==> config.mk <==
export PLATFORM = sky130hd
export DESIGN_NAME = shot_heat_budget_limiter
export DESIGN_NICKNAME = d
export VERILOG_FILES = /design/src/rtl/shl_pkg.sv /design/src/rtl/shot_heat_budget_limiter.sv /design/src/rtl/shl_div.sv
export VERILOG_INCLUDE_DIRS = /design/src /design/src/rtl
export SDC_FILE = /design/constraint.sdc
export NUM_CORES = 2
export LEC_CHECK = 0
export ABC_CLOCK_PERIOD_IN_PS = 26400
export BUFFER_PORTS_ARGS = -buffer_cell sky130_fd_sc_hd__clkbuf_2
export CAP_MARGIN = 5
export CORE_MARGIN = 8
export CORE_UTILIZATION = 33
export DETAILED_ROUTE_END_ITERATION = 8
export GPL_ROUTABILITY_DRIVEN = 0
export PLACE_DENSITY = 0.58
export SLEW_MARGIN = 20
export SYNTH_ARGS = -nofsm -noshare
export SYNTH_HDL_FRONTEND = slang
export SYNTH_SLANG_ARGS = --single-unit
==> constraint.sdc <==
create_clock -name clk -period 26.4 [get_ports clk]
set_input_delay 5.28 -clock clk [delete_from_list [all_inputs] [get_ports clk]]
set_output_delay 5.28 -clock clk [all_outputs]
set_load 0.01 [all_outputs]
==> src/rtl/shot_heat_budget_limiter_assert.svh <==
// assertion macros for the shot heat budget limiter
// used by the top level, no other dependencies

`ifndef SHOT_HEAT_BUDGET_LIMITER_ASSERT_SVH
`define SHOT_HEAT_BUDGET_LIMITER_ASSERT_SVH

// same-cycle implication under the block reset
`define SHL_ASSERT_IMPL(label, clk, rst_n, ante, cons, msg) \
	label: assert property (@(posedge clk) disable iff (!rst_n) (ante) |-> (cons)) \
		else $error(msg);

// next-cycle implication under the block reset
`define SHL_ASSERT_NEXT(label, clk, rst_n, ante, cons, msg) \
	label: assert property (@(posedge clk) disable iff (!rst_n) (ante) |=> (cons)) \
		else $error(msg);

`endif

==> src/rtl/shl_pkg.sv <==
// shared types and constants for the shot heat budget limiter
// no dependencies
`timescale 1ns / 1ps
`default_nettype none

package shl_pkg;

	// field widths
	localparam int unsigned SHOT_W     = 10;
	localparam int unsigned MARGIN_W   = 16;
	localparam int unsigned COOL_W     = 16;
	localparam int unsigned LIMIT_W    = 16;
	localparam int unsigned PERIOD_W   = 20;
	localparam int unsigned AGE_W      = 32;
	localparam int unsigned HEAT_W     = 40;
	localparam int unsigned SHOTS_W    = 16;

	// shared multiplier: 16 x 20 bits
	localparam int unsigned MUL_A_W    = 16;
	localparam int unsigned MUL_B_W    = 20;
	localparam int unsigned PROD_W     = MUL_A_W + MUL_B_W;

	// serial divider: divisor is shot_heat x 1e6, at least 2^19, so quotient < 2^17
	localparam int unsigned DIVIDEND_W = PROD_W;
	localparam int unsigned DIVISOR_W  = 30;
	localparam int unsigned QUOT_W     = 17;
	localparam int unsigned DCNT_W     = $clog2(QUOT_W + 1);

	// stream and configuration port widths
	localparam int unsigned IN_TDATA_W  = 56;
	localparam int unsigned OUT_TDATA_W = 16;
	localparam int unsigned CFG_IDX_W   = 3;
	localparam int unsigned CFG_DATA_W  = 32;

	localparam logic [MUL_B_W-1:0] MICRO_PER_UNIT = MUL_B_W'(1000000);

	// reset values of the configuration registers
	localparam logic [SHOT_W-1:0]   RST_SHOT_HEAT   = SHOT_W'(10);
	localparam logic [SHOT_W-1:0]   RST_EXTRA_HEAT  = SHOT_W'(0);
	localparam logic [MARGIN_W-1:0] RST_MARGIN      = MARGIN_W'(0);
	localparam logic [COOL_W-1:0]   RST_FB_COOLING  = COOL_W'(40);
	localparam logic [LIMIT_W-1:0]  RST_FB_LIMIT    = LIMIT_W'(240);
	localparam logic [AGE_W-1:0]    RST_STALE_AFTER = AGE_W'(500000);

	// item kinds
	localparam logic OP_STATUS = 1'b0;
	localparam logic OP_TICK   = 1'b1;

	typedef enum logic [CFG_IDX_W-1:0] {
		REG_SHOT_HEAT   = 3'd0,
		REG_EXTRA_HEAT  = 3'd1,
		REG_MARGIN      = 3'd2,
		REG_FB_COOLING  = 3'd3,
		REG_FB_LIMIT    = 3'd4,
		REG_STALE_AFTER = 3'd5
	} reg_idx_t;

	typedef enum logic [3:0] {
		ST_IDLE,
		ST_DROP,
		ST_COOL,
		ST_GAIN,
		ST_NEED,
		ST_BUDGET,
		ST_DIV_START,
		ST_DIV_WAIT,
		ST_DONE
	} state_t;

	typedef struct packed {
		logic busy;
		logic done;
	} div_stat_t;

endpackage

`default_nettype wire

==> src/rtl/shot_heat_budget_limiter.sv <==
// a tick's result goes through the drop, cool, gain, need and budget steps, then the
// serial divider unless the budget is spent or shot_heat is zero, then the done step
// status items can be taken one per cycle, ticks one at a time; s_tready is high
// only while the sequencer is idle, and a finished tick holds in its last step while the
// previous result still waits in the output register
// reset: arst_n clears heat, fire history, held status and age, loads register defaults
`timescale 1ns / 1ps
`default_nettype none

`include "shot_heat_budget_limiter_assert.svh"

// leaky-bucket shot limiter, one shared 16 x 20 multiplier under a small sequencer
// depends on shl_pkg, shl_div and the assertion header
module shot_heat_budget_limiter (
	input  wire logic                                clk,
	input  wire logic                                arst_n,

	// configuration write port
	input  wire logic                                cfg_we,
	input  wire logic [shl_pkg::CFG_IDX_W-1:0]       cfg_index,
	input  wire logic [shl_pkg::CFG_DATA_W-1:0]      cfg_data,

	// input stream
	input  wire logic                                s_tvalid,
	output      logic                                s_tready,
	// status_cooling[15:0], status_limit[31:16], tick_period_us[51:32], fire_level[52]
	input  wire logic [shl_pkg::IN_TDATA_W-1:0]      s_tdata,
	// opcode[0]
	input  wire logic [0:0]                          s_tuser,

	// result stream
	output      logic                                m_tvalid,
	input  wire logic                                m_tready,
	// shots_allowed[15:0]
	output      logic [shl_pkg::OUT_TDATA_W-1:0]     m_tdata,
	// status_fresh[0]
	output      logic [0:0]                          m_tuser
);

	// input field unpacking
	logic [shl_pkg::COOL_W-1:0]   in_cooling;
	logic [shl_pkg::LIMIT_W-1:0]  in_limit;
	logic [shl_pkg::PERIOD_W-1:0] in_period;
	logic                         in_fire;
	logic                         in_opcode;

	assign in_cooling = s_tdata[15:0];
	assign in_limit   = s_tdata[31:16];
	assign in_period  = s_tdata[51:32];
	assign in_fire    = s_tdata[52];
	assign in_opcode  = s_tuser[0];

	// configuration registers
	logic [shl_pkg::SHOT_W-1:0]   shot_heat_q;
	logic [shl_pkg::SHOT_W-1:0]   extra_heat_q;
	logic [shl_pkg::MARGIN_W-1:0] margin_q;
	logic [shl_pkg::COOL_W-1:0]   fb_cooling_q;
	logic [shl_pkg::LIMIT_W-1:0]  fb_limit_q;
	logic [shl_pkg::AGE_W-1:0]    stale_after_q;

	// block state
	logic [shl_pkg::HEAT_W-1:0]   heat_q;
	logic                         fire_prev_q;
	logic [shl_pkg::COOL_W-1:0]   held_cooling_q;
	logic [shl_pkg::LIMIT_W-1:0]  held_limit_q;
	logic                         held_valid_q;
	logic [shl_pkg::AGE_W-1:0]    held_age_q;

	// per-tick working registers
	shl_pkg::state_t              state_q, state_d;
	logic [shl_pkg::PERIOD_W-1:0] period_q;
	logic                         fire_q;
	logic                         fresh_q;
	logic [shl_pkg::PROD_W-1:0]   prod_q;
	logic [shl_pkg::HEAT_W:0]     need_q;
	logic [shl_pkg::PROD_W-1:0]   diff_q;
	logic [shl_pkg::SHOTS_W-1:0]  shots_q;
	logic                         m_tvalid_q;
	logic [shl_pkg::SHOTS_W-1:0]  m_shots_q;
	logic                         m_fresh_q;

	// shared multiplier operands
	logic [shl_pkg::MUL_A_W-1:0]  mul_a;
	logic [shl_pkg::MUL_B_W-1:0]  mul_b;
	logic                         div_start;

	logic                         in_xfer;
	logic                         out_xfer;
	logic                         out_free;

	// age update and freshness test, done in the transfer cycle of a tick
	logic [shl_pkg::AGE_W:0]      age_sum;
	logic [shl_pkg::AGE_W-1:0]    age_next;
	logic                         fresh_next;

	// heat arithmetic
	logic [shl_pkg::HEAT_W:0]     heat_sum;
	logic                         budget_spent;
	logic [shl_pkg::SHOT_W:0]     shot_total;

	logic [shl_pkg::QUOT_W-1:0]   quot;
	shl_pkg::div_stat_t           div_stat;

	assign in_xfer  = s_tvalid && s_tready;
	assign out_xfer = m_tvalid_q && m_tready;
	// output register can take a result when empty or being drained this cycle
	assign out_free = !m_tvalid_q || m_tready;

	assign age_sum    = {1'b0, held_age_q} + (shl_pkg::AGE_W + 1)'(in_period);
	assign age_next   = age_sum[shl_pkg::AGE_W] ? '1 : age_sum[shl_pkg::AGE_W-1:0];
	// zero stale limit means the held status never times out
	assign fresh_next = held_valid_q &&
	                    ((stale_after_q == '0) || (age_next <= stale_after_q));

	assign heat_sum     = {1'b0, heat_q} + (shl_pkg::HEAT_W + 1)'(prod_q);
	// in the budget step prod_q holds limit x 1e6
	assign budget_spent = (shl_pkg::HEAT_W + 1)'(prod_q) <= need_q;
	assign shot_total   = {1'b0, shot_heat_q} + {1'b0, extra_heat_q};

	// sequencer: next state
	always_comb begin
		state_d = state_q;
		unique case (state_q)
			shl_pkg::ST_IDLE: begin
				if (in_xfer && (in_opcode == shl_pkg::OP_TICK)) begin
					state_d = shl_pkg::ST_DROP;
				end
			end
			shl_pkg::ST_DROP:   state_d = shl_pkg::ST_COOL;
			shl_pkg::ST_COOL:   state_d = shl_pkg::ST_GAIN;
			shl_pkg::ST_GAIN:   state_d = shl_pkg::ST_NEED;
			shl_pkg::ST_NEED:   state_d = shl_pkg::ST_BUDGET;
			shl_pkg::ST_BUDGET: begin
				if (budget_spent || (shot_heat_q == '0)) begin
					state_d = shl_pkg::ST_DONE;
				end else begin
					state_d = shl_pkg::ST_DIV_START;
				end
			end
			shl_pkg::ST_DIV_START: state_d = shl_pkg::ST_DIV_WAIT;
			shl_pkg::ST_DIV_WAIT: begin
				if (div_stat.done) begin
					state_d = shl_pkg::ST_DONE;
				end
			end
			shl_pkg::ST_DONE: begin
				if (out_free) begin
					state_d = shl_pkg::ST_IDLE;
				end
			end
			default: state_d = shl_pkg::ST_IDLE;
		endcase
	end

	// sequencer: outputs, one multiplier job per step
	always_comb begin
		s_tready  = 1'b0;
		div_start = 1'b0;
		mul_a     = '0;
		mul_b     = '0;
		unique case (state_q)
			shl_pkg::ST_IDLE: s_tready = 1'b1;
			shl_pkg::ST_DROP: begin
				// cooling drop over the tick period
				mul_a = fresh_q ? held_cooling_q : fb_cooling_q;
				mul_b = period_q;
			end
			shl_pkg::ST_COOL: begin
				// heat of one shot plus its safety extra
				mul_a = shl_pkg::MUL_A_W'(shot_total);
				mul_b = shl_pkg::MICRO_PER_UNIT;
			end
			shl_pkg::ST_GAIN: begin
				mul_a = margin_q;
				mul_b = shl_pkg::MICRO_PER_UNIT;
			end
			shl_pkg::ST_NEED: begin
				mul_a = fresh_q ? held_limit_q : fb_limit_q;
				mul_b = shl_pkg::MICRO_PER_UNIT;
			end
			shl_pkg::ST_BUDGET: begin
				// divisor for the shot count
				mul_a = shl_pkg::MUL_A_W'(shot_heat_q);
				mul_b = shl_pkg::MICRO_PER_UNIT;
			end
			shl_pkg::ST_DIV_START: div_start = 1'b1;
			shl_pkg::ST_DIV_WAIT:  ;
			shl_pkg::ST_DONE:      ;
			default:               ;
		endcase
	end

	// control state, registers and held status
	always_ff @(posedge clk or negedge arst_n) begin
		if (!arst_n) begin
			state_q        <= shl_pkg::ST_IDLE;
			shot_heat_q    <= shl_pkg::RST_SHOT_HEAT;
			extra_heat_q   <= shl_pkg::RST_EXTRA_HEAT;
			margin_q       <= shl_pkg::RST_MARGIN;
			fb_cooling_q   <= shl_pkg::RST_FB_COOLING;
			fb_limit_q     <= shl_pkg::RST_FB_LIMIT;
			stale_after_q  <= shl_pkg::RST_STALE_AFTER;
			heat_q         <= '0;
			fire_prev_q    <= 1'b0;
			held_cooling_q <= '0;
			held_limit_q   <= '0;
			held_valid_q   <= 1'b0;
			held_age_q     <= '0;
			m_tvalid_q     <= 1'b0;
		end else begin
			state_q <= state_d;

			if (cfg_we) begin
				unique case (cfg_index)
					shl_pkg::REG_SHOT_HEAT:   shot_heat_q   <= cfg_data[shl_pkg::SHOT_W-1:0];
					shl_pkg::REG_EXTRA_HEAT:  extra_heat_q  <= cfg_data[shl_pkg::SHOT_W-1:0];
					shl_pkg::REG_MARGIN:      margin_q      <= cfg_data[shl_pkg::MARGIN_W-1:0];
					shl_pkg::REG_FB_COOLING:  fb_cooling_q  <= cfg_data[shl_pkg::COOL_W-1:0];
					shl_pkg::REG_FB_LIMIT:    fb_limit_q    <= cfg_data[shl_pkg::LIMIT_W-1:0];
					shl_pkg::REG_STALE_AFTER: stale_after_q <= cfg_data[shl_pkg::AGE_W-1:0];
					default:                  ;
				endcase
			end

			if (in_xfer) begin
				if (in_opcode == shl_pkg::OP_STATUS) begin
					held_cooling_q <= in_cooling;
					held_limit_q   <= in_limit;
					held_valid_q   <= 1'b1;
					held_age_q     <= '0;
				end else begin
					held_age_q <= age_next;
				end
			end

			// cool down, floored at zero
			if (state_q == shl_pkg::ST_COOL) begin
				heat_q <= (heat_q > shl_pkg::HEAT_W'(prod_q))
				          ? heat_q - shl_pkg::HEAT_W'(prod_q) : '0;
			end

			// shot on a rising fire edge, saturating
			if (state_q == shl_pkg::ST_GAIN) begin
				fire_prev_q <= fire_q;
				if (fire_q && !fire_prev_q) begin
					heat_q <= heat_sum[shl_pkg::HEAT_W] ? '1 : heat_sum[shl_pkg::HEAT_W-1:0];
				end
			end

			// result register, loaded only once the previous result has left
			if ((state_q == shl_pkg::ST_DONE) && out_free) begin
				m_tvalid_q <= 1'b1;
			end else if (out_xfer) begin
				m_tvalid_q <= 1'b0;
			end
		end
	end

	// payload registers
	always_ff @(posedge clk) begin
		prod_q <= shl_pkg::PROD_W'(mul_a) * shl_pkg::PROD_W'(mul_b);

		if (in_xfer) begin
			period_q <= in_period;
			fire_q   <= in_fire;
			fresh_q  <= fresh_next;
		end

		// heat plus reserve, both in micro-units
		if (state_q == shl_pkg::ST_NEED) begin
			need_q <= heat_sum;
		end

		if (state_q == shl_pkg::ST_BUDGET) begin
			// when the budget is not spent, need is below it and so fits in the product width
			diff_q <= prod_q - need_q[shl_pkg::PROD_W-1:0];
			if (budget_spent) begin
				shots_q <= '0;
			end else begin
				shots_q <= '1;
			end
		end

		if ((state_q == shl_pkg::ST_DIV_WAIT) && div_stat.done) begin
			shots_q <= quot[shl_pkg::QUOT_W-1] ? '1 : quot[shl_pkg::SHOTS_W-1:0];
		end

		if ((state_q == shl_pkg::ST_DONE) && out_free) begin
			m_shots_q <= shots_q;
			m_fresh_q <= fresh_q;
		end
	end

	shl_div u_div (
		.clk      (clk),
		.arst_n   (arst_n),
		.start    (div_start),
		.dividend (diff_q),
		.divisor  (prod_q[shl_pkg::DIVISOR_W-1:0]),
		.quotient (quot),
		.stat     (div_stat)
	);

	assign m_tvalid = m_tvalid_q;
	assign m_tdata  = m_shots_q;
	assign m_tuser  = m_fresh_q;

	// divider completion only lands while the sequencer waits for it
	`SHL_ASSERT_IMPL(a_div_done_waited, clk, arst_n, div_stat.done,
		state_q == shl_pkg::ST_DIV_WAIT, "divider finished outside its wait step")

	// an accepted tick starts the sequence at the cooling drop
	`SHL_ASSERT_NEXT(a_tick_starts, clk, arst_n, in_xfer && (in_opcode == shl_pkg::OP_TICK),
		state_q == shl_pkg::ST_DROP, "tick transfer did not start the sequence")

	// a finished result never overwrites one still waiting downstream
	`SHL_ASSERT_NEXT(a_result_held, clk, arst_n,
		(state_q == shl_pkg::ST_DONE) && m_tvalid_q && !m_tready,
		state_q == shl_pkg::ST_DONE, "result loaded over a pending transfer")

endmodule

`default_nettype wire

==> src/rtl/shl_div.sv <==
// restoring serial divider, one quotient bit per cycle
// depends on shl_pkg
`timescale 1ns / 1ps
`default_nettype none

module shl_div (
	input  wire logic                                  clk,
	input  wire logic                                  arst_n,
	input  wire logic                                  start,
	input  wire logic [shl_pkg::DIVIDEND_W-1:0]        dividend,
	input  wire logic [shl_pkg::DIVISOR_W-1:0]         divisor,
	output      logic [shl_pkg::QUOT_W-1:0]            quotient,
	output      shl_pkg::div_stat_t                    stat
);

	localparam int unsigned HI_W = shl_pkg::DIVIDEND_W - shl_pkg::QUOT_W;

	logic [shl_pkg::DIVISOR_W-1:0] rem_q;
	logic [shl_pkg::DIVISOR_W-1:0] div_q;
	logic [shl_pkg::QUOT_W-1:0]    low_q;
	logic [shl_pkg::QUOT_W-1:0]    quot_q;
	logic [shl_pkg::DCNT_W-1:0]    cnt_q;
	logic                          busy_q;
	logic                          done_q;

	logic [shl_pkg::DIVISOR_W:0]   trial;
	logic                          fits;

	// bring down the next dividend bit and try the subtract
	assign trial = {rem_q, low_q[shl_pkg::QUOT_W-1]};
	assign fits  = trial >= {1'b0, div_q};

	always_ff @(posedge clk or negedge arst_n) begin
		if (!arst_n) begin
			busy_q <= 1'b0;
			done_q <= 1'b0;
			cnt_q  <= '0;
		end else begin
			done_q <= 1'b0;
			if (start) begin
				busy_q <= 1'b1;
				cnt_q  <= shl_pkg::DCNT_W'(shl_pkg::QUOT_W);
			end else if (busy_q) begin
				cnt_q <= cnt_q - 1'b1;
				if (cnt_q == shl_pkg::DCNT_W'(1)) begin
					busy_q <= 1'b0;
					done_q <= 1'b1;
				end
			end
		end
	end

	always_ff @(posedge clk) begin
		if (start) begin
			// upper part is below the divisor since the divisor is at least 2^19
			rem_q  <= shl_pkg::DIVISOR_W'(dividend[shl_pkg::DIVIDEND_W-1 -: HI_W]);
			low_q  <= dividend[shl_pkg::QUOT_W-1:0];
			div_q  <= divisor;
			quot_q <= '0;
		end else if (busy_q) begin
			rem_q  <= fits ? shl_pkg::DIVISOR_W'(trial - {1'b0, div_q})
			               : trial[shl_pkg::DIVISOR_W-1:0];
			low_q  <= {low_q[shl_pkg::QUOT_W-2:0], 1'b0};
			quot_q <= {quot_q[shl_pkg::QUOT_W-2:0], fits};
		end
	end

	assign quotient  = quot_q;
	assign stat.busy = busy_q;
	assign stat.done = done_q;

endmodule

`default_nettype wire

-- Word-level counts from Yosys, hierarchy flattened
Cells that the tools add are included.
- input bits: 97
- word-level logic and storage cells: 126
- register bits: 480
- output and inout port bits: 19
- $mul: 1
- eq/ne operators: 17
- $lt $le $gt $ge: 4
- bitwise operators: 1
- muxes and demuxes: 37
- add/subtract/negate cells: 7
- reduce and logical (&&, ||, !) cells: 28
- operators by type and width (cell ; number):
    $mux 40 ; 5
    $mux 16 ; 6
    $pmux 16 s5 ; 1
    $mux 32 ; 2
    $add 40x36->41 ; 1
    $le 36x41->1 ; 1
    $gt 40x36->1 ; 1
    $pmux 20 s2 ; 1
    $sub 40x36->40 ; 1
    $mux 19 ; 2
    $mul 16x20->36 ; 1
    $pmux 4 s9 ; 1
    $sub 36x36->36 ; 1
    $mux 17 ; 2
    $add 32x20->33 ; 1
    $le 32x32->1 ; 1
    $logic_not 32->1 ; 1
    $ge 31x30->1 ; 1
    $mux 30 ; 1
    $sub 30x30->30 ; 1
    $eq 4x3->1 const B ; 4
    $mux 4 ; 4
    $reduce_and 2->1 ; 7
    $add 10x10->11 ; 1
    22 further kinds ; 47

-- Logic depth before layout (Yosys ltp)
- depth in word-level cells: 6
- mapped depth: 34
- mapped depth without buffers: 34

-- Cells and area by module
From an unflattened synthesis, not the netlist that was laid out.
- cell total of the unflattened synthesis: 4163
- area, all modules: 39103.8 um2
- modules (own cells, without submodules) (module ; cells an instance ; times used ; area each (um2) ; seq. area each (um2)):
    shot_heat_budget_limiter ; 3586 ; 1 ; 33276.9 ; 9983.3
    shl_div ; 577 ; 1 ; 5826.8 ; 2717.6

-- Least setup slack after synthesis
No wires, ideal clock.
- kind: input -> register
- start: input port s_tdata[32] (netlist name)
- end: register fresh_q (data pin)
- buffers on the path: 2
- arrival: 8992 ps
- setup time: 152 ps
- stages on the path: 25
- path slack: 17256 ps
- path through: ha_1 > inv_1 > fa_1 > nor2b_1 > o21ai_0 > a21boi_0 > o31ai_1 > a21oi_1 > o211ai_1 > nand2_1 > nand3_1 > clkbuf_1 > buf_1 > nand2_1 > ha_1 > a21o_1 > a21o_1 > a21o_1 > a21oi_1 > nor2b_1 > o21ai_0 > nand2b_1 > a21oi_1 > o32ai_1 > o21ai_0
- longest elaborated chain between the ends: 5
- ends and longest elaborated chain (element ; RTL line ; text):
    from (decl) ; shot_heat_budget_limiter.sv:27 ; input wire logic [shl_pkg::IN_TDATA_W-1:0] s_tdata,
    $add 32x20->33 ; shot_heat_budget_limiter.sv:109 ; assign age_sum = {1'b0, held_age_q} + (shl_pkg::AGE_W + 1)'(in_period);
    $mux 32 ; shot_heat_budget_limiter.sv:110 ; assign age_next = age_sum[shl_pkg::AGE_W] ? '1 : age_sum[shl_pkg::AGE_W-1:0];
    $le 32x32->1 ; shot_heat_budget_limiter.sv:113 ; ((stale_after_q == '0) || (age_next <= stale_after_q));
    $logic_or 1x1->1 ; shot_heat_budget_limiter.sv:113 ;
    $logic_and 1x1->1 ; shot_heat_budget_limiter.sv:112 ; assign fresh_next = held_valid_q &&
    net fresh_next ; shot_heat_budget_limiter.sv:94 ; logic fresh_next;
    to (signal assigned) ; shot_heat_budget_limiter.sv:266 ; fresh_q <= fresh_next;
    to (decl) ; shot_heat_budget_limiter.sv:73 ; logic fresh_q;
The timed path passes the listed nets, and every way through them passes these cells.
A chain may end at the register's enable or synchronous reset.

-- Worst setup path in the final report
Same ends and word-level chain as after synthesis.

==> metrics <==
Hold Path Depth 0; largest net degree at the start of global routing 95; main flop type after synthesis dfrtp_1; Ports 116; Worst-Skew Late Latency 0.66 ns; post-synth top area share 15.3%; Yosys warnings 0; Worst Hold End m_tdata[7]; Post-DP HPWL 82500 um; CTS clock-pin slew for the worst setup and hold paths 0.06 ns; H-tree depth 2; floorplan die width 359 um; Yosys reg bits 480; net switching power 3.05 mW; HP Start shots_q[7]; M2 GR Usage 28.1%; Final min period 9.82 ns; die height 359 um; Power Density 146 nW/um^2; GR Util All Layers 16.3%; number of synthesized flops with an enable pin 198; leakage 19.4 nW; setup bufs post-CTS 0; Syn Inst Count 4149; max-cap viol count 0; GRT overflow 0; final hold violation count 0; Initial Util 33.3%; slew of the pin with the lowest slew margin 1.09 ns; Comb pwr share 66.6%; Int Pwr 3.18 mW; Critical Path Source Type primary input; WL per Instance 18.4 um; Nets 4853; DRT antenna net count 0; WL final 106000 um; Synth area leaders edfxtp_1 15%, fa_1 13%, dfrtp_1 13%, ha_1 10%, inv_1 5.1%; sequential share of power 21.1%; most numerous cell in the Yosys netlist inv_1; reg2reg setup slack 16.90 ns; met1 Usage GRT 21.1%; final-report max-slew violation count 0; area delta synth->final 10.5%; r2r endpoint prod_q[35]; port bufs 112; hold buffer count at CTS 0; DRC Markers 0; core area 116000 um^2; RSZ-0062 raised after global routing no; Fin Setup TNS 0 ns; Total Power 6.23 mW; Worst Path Class, Setup primary input to flip-flop; initial antenna violation count 2; DR pass1 iterations 5; final worst slack 16.58 ns; sequential area share after synthesis 32.8%; post-synthesis mux area share 4.62%; Netlist Area Pre-Place 38700 um^2; CP Data Arrival Time 10.29 ns; GR met3 Demand/Resource 2.40%; DR iter-0 viols 1822; CP Data Required Time 26.87 ns; CTS root buf clkbuf_16; CTS Sinks 480; detailed-route vias per instance 5.14; Via Count 29600; Simple-Gate Fraction of Synth Area 13.9%; Adder-Cell Fraction of Synth Area 23.2%; CTS tree yes; Max VDD drop 0.0000873 V; Mapped Nets 4812; fraction of layout cells with a size suffix above 1 10.0%; Async SR Flop Fraction 45.4%; worst min path class flip-flop to flip-flop; slew margin rel. 27.2%; hold_ws 0.415 ns; Synth Area in XOR/XNOR 3.82%; Mean Syn Cell Area 9.34 um^2; most used routing layer met2; clock share of power 12.3%; result of the run finished clean; Post-synth top cells 528 x inv_1, 512 x nand2_1, 310 x ha_1, 298 x nor2_1, 292 x a21oi_1; r2r worst-path depth 27; vias in the first global route 30400; reg2reg start state_q[2]; clk_skew 0.0326 ns; endpoints failing setup 0; cts repair resizes 0; leading area contributor after synthesis edfxtp_1; row cnt 125; total die area 129000 um^2; largest family of logic cells by synthesized area adder cells; compound-gate portion of the synthesized area 14.7%; first-pass GRT wire length 169000 um; fin crit share 37.2%; worst-path maximum fanout 27; Post-Place Worst Slack 16.12 ns; f_max 102 MHz; Synth cell types 89; total CTS buffers 57; Clock Path Buffers 3; CP endpoint kind flip-flop; sw frac 49.0%
-- cell usage in the layout (no fill, tap or decap), types with 48 or more instances in the layout --
cell type and instances:
clkbuf_16 59, mux2_2 110, dfrtp_1 203, nand2_1 510
ha_1 310, mux2i_1 55, xnor2_1 131, a21o_1 69
edfxtp_1 198, nor2b_1 49, o21ai_0 129, a21oi_1 292
nor2_1 295, clkbuf_2 111, fa_1 256, dfxtp_1 64
inv_1 526, o21a_1 48, nand3_1 55, nand2b_1 52
-- power groups by stage --
stage / sequential, mW / clock [mW] / combinational (mW)
after CTS: 1.31 / 0.794 / 4.17
after global routing: 1.34 / 0.821 / 4.72
after global placement: 1.32 / 0 / 4.09
final: 1.31 / 0.769 / 4.15
after floorplan: 1.23 / 0 / 3.22
after detailed placement: 1.32 / 0 / 4.15
-- flip-flops by register name (all words and copies together) (netlist names), 16 cells and up --
signal	cells
u_div.rem_q	30
need_q	41
diff_q	36
margin_q	16
fb_cooling_q	16
m_tdata	16
period_q	20
u_div.div_q	30
held_age_q	32
shots_q	16
u_div.quotient	17
held_limit_q	16
stale_after_q	32
u_div.low_q	17
held_cooling_q	16
fb_limit_q	16
heat_q	40
prod_q	36
-- cell families (layout without fill, tap and decap cells) --
| kind of cell | count (synthesis) | count (layout) |
|---|---|---|
| AOI/OAI and AO/OA | 875 | 875 |
| buffers and inverters | 703 | 791 |
| xor gates and xnor gates | 169 | 169 |
| and+or+nand+nor | 1191 | 1191 |
| adders and majority gates | 566 | 566 |
| muxes | 165 | 165 |
| DFF | 480 | 480 |
| other | 0 | 2 |
-- metal layers --
metal,wire (um),part of all wire [%]
met1,46700,44
met4,3490,3.3
met2,50600,48
met3,5400,5.1
met5,13,0.012
-- stage by stage --
stage / std cells / area (um^2) / utilization, %
4_1_cts: 5761 / 42800 / 36.8
6_report: 5763 / 42800 / 36.8
3_3_place_gp: 5655 / 41000 / 35.2
3_5_place_dp: 5655 / 41000 / 35.2
5_1_grt: 5761 / 42800 / 36.8
2_1_floorplan: 4149 / 38700 / -
-- layout make-up --
class | count | area (um^2)
fill | 11800 | 73600
multi-input combinational | 2966 | 23500
sequential | 480 | 12700
inverter | 529 | 1990
tap | 1524 | 1910
clock buffer | 74 | 1590
timing repair buffer | 156 | 901
clock inverter | 32 | 243
antenna | 2 | 5.00
-- worst max-delay path, cell delays in order --
cell and delay, ns:
clkbuf_2 0.13, ha_1 0.21, inv_1 0.07, fa_1 0.38, nor2b_1 0.16, o21ai_0 0.13, a21boi_0 0.46, o31ai_1 0.19
a21oi_1 0.23, o211ai_1 0.15, nand2_1 0.37, nand3_1 0.35, buf_4 0.34, nand2_1 0.13, ha_1 0.24, nor2b_1 0.13
o21a_1 0.16, o21a_1 0.16, o21a_1 0.16, o21a_1 0.15, o21ai_0 0.14, nand2b_1 0.07, a21oi_1 0.19, o32ai_1 0.10
o21ai_0 0.18
-- worst max-delay path by stage --
stage	from	endpoint	slack, ns	depth (start not counted)
finish	s_tdata[32]	fresh_q	16.58	25
global route	state_q[0]	prod_q[35]	16.30	27
CTS	s_tdata[32]	fresh_q	16.76	25
detailed placement	s_tdata[32]	fresh_q	16.12	25
global placement	s_tdata[32]	fresh_q	16.17	25
floorplan	s_tdata[32]	fresh_q	17.26	25
No activity file was read; power rests on OpenSTA's default activity.
